===== src/rtl/core/drlt_pkg.sv =====
// ============================================================================
// drlt_pkg
// Shared types and constants of the consumer read-limit tracker.
// ============================================================================
`timescale 1ns / 1ps

package drlt_pkg;

    // Default number of consumer entries.
    localparam int CONSUMERS_DEF = 8;

    // Fixed field widths.
    localparam int ACTION_W    = 2;
    localparam int CONSUMER_W  = 3;
    localparam int CURSOR_W    = 64;
    localparam int DEP_W       = 4;
    localparam int CAP_W       = 63;
    localparam int RING_LOG2_W = 6;

    // Reset value of the ring size register and its saturating code.
    localparam logic [RING_LOG2_W-1:0] RING_LOG2_RST = 6'd10;
    localparam logic [RING_LOG2_W-1:0] RING_LOG2_SAT = 6'd63;

    // Limit advance applied at every update.
    localparam logic [CURSOR_W-1:0] LIMIT_STEP = 64'h1000_0000_0000_0000;

    // Action codes of an input transaction.
    typedef logic [ACTION_W-1:0] action_t;
    localparam action_t ACT_WR_CURSOR = 2'd0;
    localparam action_t ACT_WR_DEPS   = 2'd1;
    localparam action_t ACT_UPDATE    = 2'd2;

    // Sequencer states.
    typedef enum logic [2:0] {
        ST_IDLE,
        ST_LOAD,
        ST_WALK,
        ST_VISIT,
        ST_RESULT
    } state_t;

endpackage


===== src/rtl/core/drlt_if.sv =====
// ============================================================================
// drlt_if
// Valid/ready channels for input and result transactions.
// ============================================================================
`timescale 1ns / 1ps

interface drlt_item_if;
    import drlt_pkg::*;

    logic                  valid;
    logic                  ready;
    action_t               action;
    logic [CONSUMER_W-1:0] consumer;
    logic [CURSOR_W-1:0]   cursor_value;
    logic [DEP_W-1:0]      dep_first;
    logic [DEP_W-1:0]      dep_last;

    modport source (
        output valid, action, consumer, cursor_value, dep_first, dep_last,
        input  ready
    );

    modport sink (
        input  valid, action, consumer, cursor_value, dep_first, dep_last,
        output ready
    );
endinterface

interface drlt_result_if;
    import drlt_pkg::*;

    logic                valid;
    logic                ready;
    logic [CAP_W-1:0]    capacity;
    logic [CURSOR_W-1:0] limit_value;

    modport source (
        output valid, capacity, limit_value,
        input  ready
    );

    modport sink (
        input  valid, capacity, limit_value,
        output ready
    );
endinterface


===== src/rtl/core/dependency_read_limit_tracker.sv =====
// ============================================================================
// dependency_read_limit_tracker
// Cursor and range write transactions are accepted without producing a result.
// An update reads its own entry, then walks its range downwards: each entry
// visited takes a memory read (ST_WALK, then ST_VISIT), and out-of-range indices
// are skipped in ST_WALK without a read; an empty range goes straight to ST_RESULT.
// The next transaction is accepted from the cycle the result appears.
// Reset clears the per-entry valid bits, so all tables read zero; ring size log2 10.
// ============================================================================
`timescale 1ns / 1ps

module dependency_read_limit_tracker #(
    parameter int CONSUMERS = drlt_pkg::CONSUMERS_DEF
) (
    input  logic                             clk,
    input  logic                             rst_n,
    input  logic                             cfg_wr_en,
    input  logic [drlt_pkg::RING_LOG2_W-1:0] cfg_wr_data,
    drlt_item_if.sink                        item,
    drlt_result_if.source                    result
);
    import drlt_pkg::*;

    localparam int IDX_W = (CONSUMERS > 1) ? $clog2(CONSUMERS) : 1;

    // Configuration.
    logic [RING_LOG2_W-1:0] ring_log2_reg;

    // Entry memories and their valid bits.
    logic [CURSOR_W-1:0]  cur_mem [CONSUMERS];
    logic [CURSOR_W-1:0]  rl_mem  [CONSUMERS];
    logic [2*DEP_W-1:0]   dep_mem [CONSUMERS];
    logic [CONSUMERS-1:0] cur_vld_reg;
    logic [CONSUMERS-1:0] rl_vld_reg;
    logic [CONSUMERS-1:0] dep_vld_reg;

    // Registered read data.
    logic [CURSOR_W-1:0] cur_rd_reg;
    logic [CURSOR_W-1:0] rl_rd_reg;
    logic [2*DEP_W-1:0]  dep_rd_reg;
    logic                cur_hit_reg;
    logic                rl_hit_reg;
    logic                dep_hit_reg;
    logic [CURSOR_W-1:0] cur_q;
    logic [CURSOR_W-1:0] rl_q;
    logic [DEP_W-1:0]    dep_first_q;
    logic [DEP_W-1:0]    dep_last_q;

    // Sequencer state and working registers.
    state_t              state_reg,   state_next;
    logic [IDX_W-1:0]    c_reg,       c_next;
    logic [DEP_W-1:0]    i_reg,       i_next;
    logic [DEP_W-1:0]    first_reg,   first_next;
    logic [CURSOR_W-1:0] limit_reg,   limit_next;
    logic [CURSOR_W-1:0] own_cur_reg, own_cur_next;
    logic [CAP_W-1:0]    cap_reg,     cap_next;

    // Output register.
    logic                out_valid_reg;
    logic [CAP_W-1:0]    out_cap_reg;
    logic [CURSOR_W-1:0] out_limit_reg;

    // Control signals.
    logic                rd_en;
    logic [IDX_W-1:0]    rd_addr;
    logic                rl_wr_en;
    logic                load_out;
    logic                in_fire;
    logic                in_cons_ok;
    logic [IDX_W-1:0]    in_addr;
    logic [DEP_W-1:0]    walk_idx;
    logic [CURSOR_W-1:0] cap_diff;
    logic [CURSOR_W-1:0] before_diff;
    logic [CAP_W-1:0]    empty_cap;

    // Input decode.
    assign in_fire    = item.valid && item.ready;
    assign in_cons_ok = (int'(item.consumer) < CONSUMERS);
    assign in_addr    = IDX_W'(item.consumer);

    // Entries never written read as zero.
    assign cur_q       = cur_hit_reg ? cur_rd_reg : '0;
    assign rl_q        = rl_hit_reg ? rl_rd_reg : '0;
    assign dep_first_q = dep_hit_reg ? dep_rd_reg[2*DEP_W-1:DEP_W] : '0;
    assign dep_last_q  = dep_hit_reg ? dep_rd_reg[DEP_W-1:0] : '0;

    // Datapath terms.
    assign walk_idx    = i_reg - DEP_W'(1);
    assign cap_diff    = limit_reg - own_cur_reg;
    assign before_diff = cur_q - limit_reg;
    assign empty_cap   = (ring_log2_reg == RING_LOG2_SAT) ? {CAP_W{1'b1}}
                                                          : (CAP_W'(1) << ring_log2_reg);

    // Configuration register.
    always_ff @(posedge clk or negedge rst_n)
    begin
        if (!rst_n)
        begin
            ring_log2_reg <= RING_LOG2_RST;
        end
        else if (cfg_wr_en)
        begin
            ring_log2_reg <= cfg_wr_data;
        end
    end

    // Memory writes.
    always_ff @(posedge clk)
    begin
        if (in_fire && in_cons_ok && item.action == ACT_WR_CURSOR)
        begin
            cur_mem[in_addr] <= item.cursor_value;
        end
        if (in_fire && in_cons_ok && item.action == ACT_WR_DEPS)
        begin
            dep_mem[in_addr] <= {item.dep_first, item.dep_last};
        end
        if (rl_wr_en)
        begin
            rl_mem[c_reg] <= limit_reg;
        end
    end

    // Memory reads, one address shared by all three memories.
    always_ff @(posedge clk)
    begin
        if (rd_en)
        begin
            cur_rd_reg <= cur_mem[rd_addr];
            rl_rd_reg  <= rl_mem[rd_addr];
            dep_rd_reg <= dep_mem[rd_addr];
        end
    end

    // Valid bits and the hit flags that go with the read data.
    always_ff @(posedge clk or negedge rst_n)
    begin
        if (!rst_n)
        begin
            cur_vld_reg <= '0;
            rl_vld_reg  <= '0;
            dep_vld_reg <= '0;
            cur_hit_reg <= 1'b0;
            rl_hit_reg  <= 1'b0;
            dep_hit_reg <= 1'b0;
        end
        else
        begin
            if (in_fire && in_cons_ok && item.action == ACT_WR_CURSOR)
            begin
                cur_vld_reg[in_addr] <= 1'b1;
            end
            if (in_fire && in_cons_ok && item.action == ACT_WR_DEPS)
            begin
                dep_vld_reg[in_addr] <= 1'b1;
            end
            if (rl_wr_en)
            begin
                rl_vld_reg[c_reg] <= 1'b1;
            end
            if (rd_en)
            begin
                cur_hit_reg <= cur_vld_reg[rd_addr];
                rl_hit_reg  <= rl_vld_reg[rd_addr];
                dep_hit_reg <= dep_vld_reg[rd_addr];
            end
        end
    end

    // State register.
    always_ff @(posedge clk or negedge rst_n)
    begin
        if (!rst_n)
        begin
            state_reg <= ST_IDLE;
        end
        else
        begin
            state_reg <= state_next;
        end
    end

    // Working registers of the update walk.
    always_ff @(posedge clk)
    begin
        c_reg       <= c_next;
        i_reg       <= i_next;
        first_reg   <= first_next;
        limit_reg   <= limit_next;
        own_cur_reg <= own_cur_next;
        cap_reg     <= cap_next;
    end

    // Next state and control.
    always_comb
    begin
        state_next   = state_reg;
        c_next       = c_reg;
        i_next       = i_reg;
        first_next   = first_reg;
        limit_next   = limit_reg;
        own_cur_next = own_cur_reg;
        cap_next     = cap_reg;
        rd_en        = 1'b0;
        rd_addr      = c_reg;
        rl_wr_en     = 1'b0;
        load_out     = 1'b0;
        item.ready   = 1'b0;

        unique case (state_reg)
            ST_IDLE:
            begin
                // Writes complete here; an update starts by reading its own entry.
                item.ready = 1'b1;
                if (item.valid && in_cons_ok && item.action == ACT_UPDATE)
                begin
                    rd_en      = 1'b1;
                    rd_addr    = in_addr;
                    c_next     = in_addr;
                    state_next = ST_LOAD;
                end
            end
            ST_LOAD:
            begin
                limit_next   = rl_q + LIMIT_STEP;
                own_cur_next = cur_q;
                first_next   = dep_first_q;
                i_next       = dep_last_q;
                if (dep_first_q >= dep_last_q)
                begin
                    cap_next   = empty_cap;
                    state_next = ST_RESULT;
                end
                else
                begin
                    state_next = ST_WALK;
                end
            end
            ST_WALK:
            begin
                // Step down one index; entries outside the table are skipped.
                if (i_reg > first_reg)
                begin
                    i_next = walk_idx;
                    if (int'(walk_idx) < CONSUMERS)
                    begin
                        rd_en      = 1'b1;
                        rd_addr    = IDX_W'(walk_idx);
                        state_next = ST_VISIT;
                    end
                end
                else
                begin
                    cap_next   = cap_diff[CURSOR_W-1] ? '0 : cap_diff[CAP_W-1:0];
                    state_next = ST_RESULT;
                end
            end
            ST_VISIT:
            begin
                // Keep the earliest cursor and follow the entry's own range down.
                if (before_diff[CURSOR_W-1])
                begin
                    limit_next = cur_q;
                end
                if (dep_last_q >= i_reg && dep_first_q < i_reg)
                begin
                    i_next = dep_first_q;
                end
                state_next = ST_WALK;
            end
            ST_RESULT:
            begin
                if (!out_valid_reg || result.ready)
                begin
                    rl_wr_en   = 1'b1;
                    load_out   = 1'b1;
                    state_next = ST_IDLE;
                end
            end
            default:
            begin
                state_next = ST_IDLE;
            end
        endcase
    end

    // Output register.
    always_ff @(posedge clk or negedge rst_n)
    begin
        if (!rst_n)
        begin
            out_valid_reg <= 1'b0;
        end
        else if (load_out)
        begin
            out_valid_reg <= 1'b1;
        end
        else if (result.ready)
        begin
            out_valid_reg <= 1'b0;
        end
    end

    always_ff @(posedge clk)
    begin
        if (load_out)
        begin
            out_cap_reg   <= cap_reg;
            out_limit_reg <= limit_reg;
        end
    end

    assign result.valid       = out_valid_reg;
    assign result.capacity    = out_cap_reg;
    assign result.limit_value = out_limit_reg;

endmodule


===== src/flat_wrapper.sv =====
// flat-port wrapper written by rule: the top's interface ports become plain ports
module dependency_read_limit_tracker_flat import drlt_pkg::*;
#(
    parameter int CONSUMERS = drlt_pkg::CONSUMERS_DEF
)
  (clk, rst_n, cfg_wr_en, cfg_wr_data, item_valid, item_action, item_consumer, item_cursor_value, item_dep_first, item_dep_last, item_ready, result_valid, result_capacity, result_limit_value, result_ready);
  drlt_item_if item_i ();
  drlt_result_if result_i ();
  input  logic clk;
  input  logic rst_n;
  input  logic cfg_wr_en;
  input  logic [drlt_pkg::RING_LOG2_W-1:0] cfg_wr_data;
  input wire logic [$bits(item_i.valid)-1:0] item_valid;
  input wire logic [$bits(item_i.action)-1:0] item_action;
  input wire logic [$bits(item_i.consumer)-1:0] item_consumer;
  input wire logic [$bits(item_i.cursor_value)-1:0] item_cursor_value;
  input wire logic [$bits(item_i.dep_first)-1:0] item_dep_first;
  input wire logic [$bits(item_i.dep_last)-1:0] item_dep_last;
  output wire logic [$bits(item_i.ready)-1:0] item_ready;
  output wire logic [$bits(result_i.valid)-1:0] result_valid;
  output wire logic [$bits(result_i.capacity)-1:0] result_capacity;
  output wire logic [$bits(result_i.limit_value)-1:0] result_limit_value;
  input wire logic [$bits(result_i.ready)-1:0] result_ready;
  assign item_i.valid = item_valid;
  assign item_i.action = item_action;
  assign item_i.consumer = item_consumer;
  assign item_i.cursor_value = item_cursor_value;
  assign item_i.dep_first = item_dep_first;
  assign item_i.dep_last = item_dep_last;
  assign item_ready = item_i.ready;
  assign result_valid = result_i.valid;
  assign result_capacity = result_i.capacity;
  assign result_limit_value = result_i.limit_value;
  assign result_i.ready = result_ready;
  dependency_read_limit_tracker #(.CONSUMERS(CONSUMERS)) u_core (.clk(clk), .rst_n(rst_n), .cfg_wr_en(cfg_wr_en), .cfg_wr_data(cfg_wr_data), .item(item_i), .result(result_i));
endmodule

===== config.mk =====
export PLATFORM = sky130hd
export DESIGN_NAME = dependency_read_limit_tracker_flat
export DESIGN_NICKNAME = d
export VERILOG_FILES = /design/src/rtl/core/drlt_pkg.sv /design/src/rtl/core/drlt_if.sv /design/src/rtl/core/dependency_read_limit_tracker.sv /design/src/flat_wrapper.sv
export SDC_FILE = /design/constraint.sdc
export NUM_CORES = 2
export LEC_CHECK = 0
export ABC_AREA = 1
export BUFFER_PORTS_ARGS = -buffer_cell sky130_fd_sc_hd__buf_2
export CAP_MARGIN = 10
export CORE_AREA = 2 2 424 426
export DETAILED_ROUTE_END_ITERATION = 8
export DIE_AREA = 0 0 426 428
export PLACE_DENSITY_LB_ADDON = 0.25
export SLEW_MARGIN = 20
export SYNTH_ARGS = -nofsm -noshare
export SYNTH_HDL_FRONTEND = slang
export SYNTH_SLANG_ARGS = --single-unit
export TNS_END_PERCENT = 5

===== constraint.sdc =====
create_clock -name clk -period 13.8 [get_ports clk]
set_clock_uncertainty 0.15 [all_clocks]
set_input_delay 1.38 -clock clk [delete_from_list [all_inputs] [get_ports clk]]
set_output_delay 1.38 -clock clk [all_outputs]
set_load 0.02 [all_outputs]

==> results_dict.tcl <==
set metrics [dict create \
    setup-tns-final_ns 0 \
    port_buffers 216 \
    grt_overflow 0 \
    grt_pass1_wl_mm 284 \
    rows 155 \
    via_per_inst 5.09 \
    path_clk_slew_ns 0.06 \
    rr_worst_depth 19 \
    synth-seq-cells 1590 \
    clock-sinks 1590 \
    setup-violations-final 0 \
    antenna_left 0 \
    fin_nets 6829 \
    cp_max_fo 184 \
    pin_count 217 \
    crit_path_end_kind "flop" \
    drive_gt1_frac 0.0873 \
    status "finished, final reports clean" \
    cts_resized 0 \
    required_ns 14.22 \
    cpPeakStageDelay_ns 0.83 \
    instances_no_fill 9099 \
    async_reset_ff_frac 0.0233 \
    clock_latency_ns 0.82 \
    synth_cell_type_count 44 \
    die_width_um 426 \
    grt_max_degree 221 \
    peakVddDrop_mv 0.297 \
    wl_per_cell_um 21.1 \
    cts_tree "done" \
    drtIter0Drc 4022 \
    crit_end "u_core.rl_rd_reg[50]" \
    place_congestion 0.986 \
    cts_setup_buffers 0 \
    critPathKind "reg2reg" \
    fmax_ghz 0.185 \
    r2r-start "u_core.i_reg[0]" \
    worstPathArrival_ns 5.84 \
    fill_cells 16500 \
    drcViolationCount 0 \
    maxSlewViolCount 0 \
    clock_path_buffers 3 \
    grt_pass1_vias 44300 \
    hold_viol_final 0 \
    power.density_nw_per_um2 237 \
    ys.flop_type "edfxtp_1" \
    grt_usage 0.208 \
    syn_nets 6674 \
    crit_family "simple AND/OR/NAND/NOR gates" \
    multiInputGateArea_um2 18500 \
    syn_area_um2 70600 \
    vias 46300 \
    area_delta_synth_final_pct 12.3 \
    placedCellCount 8784 \
    reg_top3 "u_core.cur_mem: 512 flops, u_core.rl_mem: 512 flops" \
    finalWirelength_mm 192 \
    start_util 0.398 \
    cts_htree_levels 4 \
    syn_inst 6443 \
    first_pass_iters 6 \
    ctsHoldBuffers 0 \
    rsz0062_at_grt "no" \
    startpoint "u_core.i_reg[0]" \
    hp-class "reg2reg" \
    dieArea_um2 182000 \
    numCtsBuffers 167 \
    p_leak_nw 31.6 \
    synth_edf_count 1553 \
    crit_slowest_cell "buf_4" \
    root_buffer "clkbuf_16" \
    dp_hpwl_mm 119 \
    yosysWarnings 0 \
    seq_area_um2 47600 \
    crit_chain "inv_1 > ha_1 > inv_1 > nand2_1 > nand2_1 > nand2_1 > nand2_1 > nand2_1 > nand2_1 > nand2_2 > nand2_8 > nand2_8 > buf_12 > buf_4 > nand2_1 > o211ai_1 > nand2_1 > nand2_1 > nand2_1" \
    min_period_ns 5.42 \
    cp.depth 19 \
    min_period_over_period 0.393 \
    max-cap-violations 0 \
    worstReg2RegEnd "u_core.rl_rd_reg[50]" \
    tightest_slew_ns 1.18 \
    die_h_um 428 \
    cp_common_cell "nand2_1" \
    antenna_found_initial 29 \
    r2r_slack_ns 8.38 \
    worst-path-buf-inv 4 \
    synth.avg_cell_area_um2 11.0 \
    slew_headroom 0.215 \
    core_area_um2 178000 \
    yosysSeqAreaShare 0.673 \
    cp-start-kind "flop" \
]
## worst reg2reg max path, delay by kind of cell, from the launching register on
family | cells | cell delay (ns)
and+or+nand+nor | 13 | 2.26
DFF | 1 | 0.46
adders and majority gates | 1 | 0.18
AOI/OAI and AO/OA | 1 | 0.12
buffers and inverters | 4 | 2.03
## layer usage
layer / part of all wire / GRT usage / wire length, um / vias to the layer above
met5: 0.0013 / 0 / 253 / -
met4: 0.021 / 0.0556 / 4100 / 40
li1: - / - / - / 22300
met2: 0.47 / 0.342 / 91000 / 1307
met1: 0.45 / 0.284 / 85500 / 22400
met3: 0.057 / 0.0348 / 11000 / 292
## how the worst min path moves through the flow
| stage | start | end | cells after the start | slack, ns |
|---|---|---|---|---|
| after floorplan | u_core.cap_reg[0] | u_core.result.capacity[0] | 0 | 0.25 |
| after global placement | u_core.cap_reg[0] | u_core.result.capacity[0] | 0 | 0.25 |
| after detailed placement | u_core.cap_reg[43] | u_core.result.capacity[43] | 0 | 0.25 |
| after CTS | u_core.cap_reg[53] | u_core.result.capacity[53] | 0 | 0.26 |
| after global routing | u_core.cap_reg[2] | u_core.result.capacity[2] | 0 | 0.27 |
| final | u_core.cap_reg[53] | u_core.result.capacity[53] | 0 | 0.26 |
## layout make-up
class | instances | area share
clock inverters | 103 | 0.0122
diodes | 5 | 0.000158
inverters | 890 | 0.0422
flip-flops and latches | 1590 | 0.600
multi-input cells | 3679 | 0.233
clock buffers | 207 | 0.0555
well taps | 2355 | 0.0372
repair buffers | 270 | 0.0195
## synth_stat cells (30+ instances only)
master / instances / area, um2
clkbuf_1: 58 / 218
o211ai_1: 412 / 3090
o21ai_0: 244 / 1220
nand2_1: 1838 / 6900
edfxtp_1: 1553 / 46600
inv_1: 880 / 3300
a21oi_1: 253 / 1270
ha_1: 142 / 1780
buf_2: 177 / 886
nor2_1: 321 / 1200
o21ai_2: 31 / 272
nand4_1: 34 / 213
dfrtp_1: 35 / 876
o21ai_1: 84 / 420
xnor2_1: 30 / 263
nand3_1: 187 / 936
## where the power goes
group          switching, W  total [W]  internal, W
logic               0.00568    0.00790      0.00222
registers          0.000301    0.00654      0.00624
clock network       0.00191    0.00438      0.00246
total               0.00790     0.0188       0.0109
## cell families (layout without fill, tap and decap cells)
kind of cell	after synthesis	count (layout)	synth area share
and+or+nand+nor	2443	2443	0.137
AOI/OAI and AO/OA	1055	1055	0.0921
adders and majority gates	143	143	0.0254
xor gates and xnor gates	38	38	0.00471
DFF	1590	1590	0.673
other	0	5	0
buffers and inverters	1174	1470	0.0674
## cells in the final DEF, fill, tap and decap left out, types with 6 or more instances in the layout
cell and n:
a21oi_1 253, buf_2 216, buf_4 50, bufinv_16 9
clkbuf_1 34, clkbuf_16 168, clkinv_1 42, clkinv_2 30
dfrtp_1 33, edfxtp_1 1553, ha_1 142, inv_1 879
inv_2 7, inv_6 6, nand2_1 1836, nand3_1 185
nand3b_1 11, nand4_1 34, nor2_1 304, nor2_4 19
nor3_1 26, o211ai_1 412, o21ai_0 244, o21ai_1 84
o21ai_2 31, o21bai_1 17, xnor2_1 30, xor2_1 8
## per-stage QoR
| stage | setup WS, ns | instance area, um2 | utilization | power [W] | hold slack (ns) |
|---|---|---|---|---|---|
| 2_1_floorplan | 2.39 | 70600 | - | 0.0124 | 0.250 |
| 3_3_place_gp | 8.44 | 73900 | 0.416 | 0.0144 | 0.252 |
| 3_5_place_dp | 8.31 | 73900 | 0.416 | 0.0145 | 0.255 |
| 4_1_cts | 8.57 | 79300 | 0.446 | 0.0189 | 0.264 |
| 5_1_grt | 8.03 | 79300 | 0.446 | 0.0201 | 0.269 |
| 6_report | 8.38 | 79300 | 0.446 | 0.0188 | 0.264 |
No activity file was read; power rests on OpenSTA's default activity.
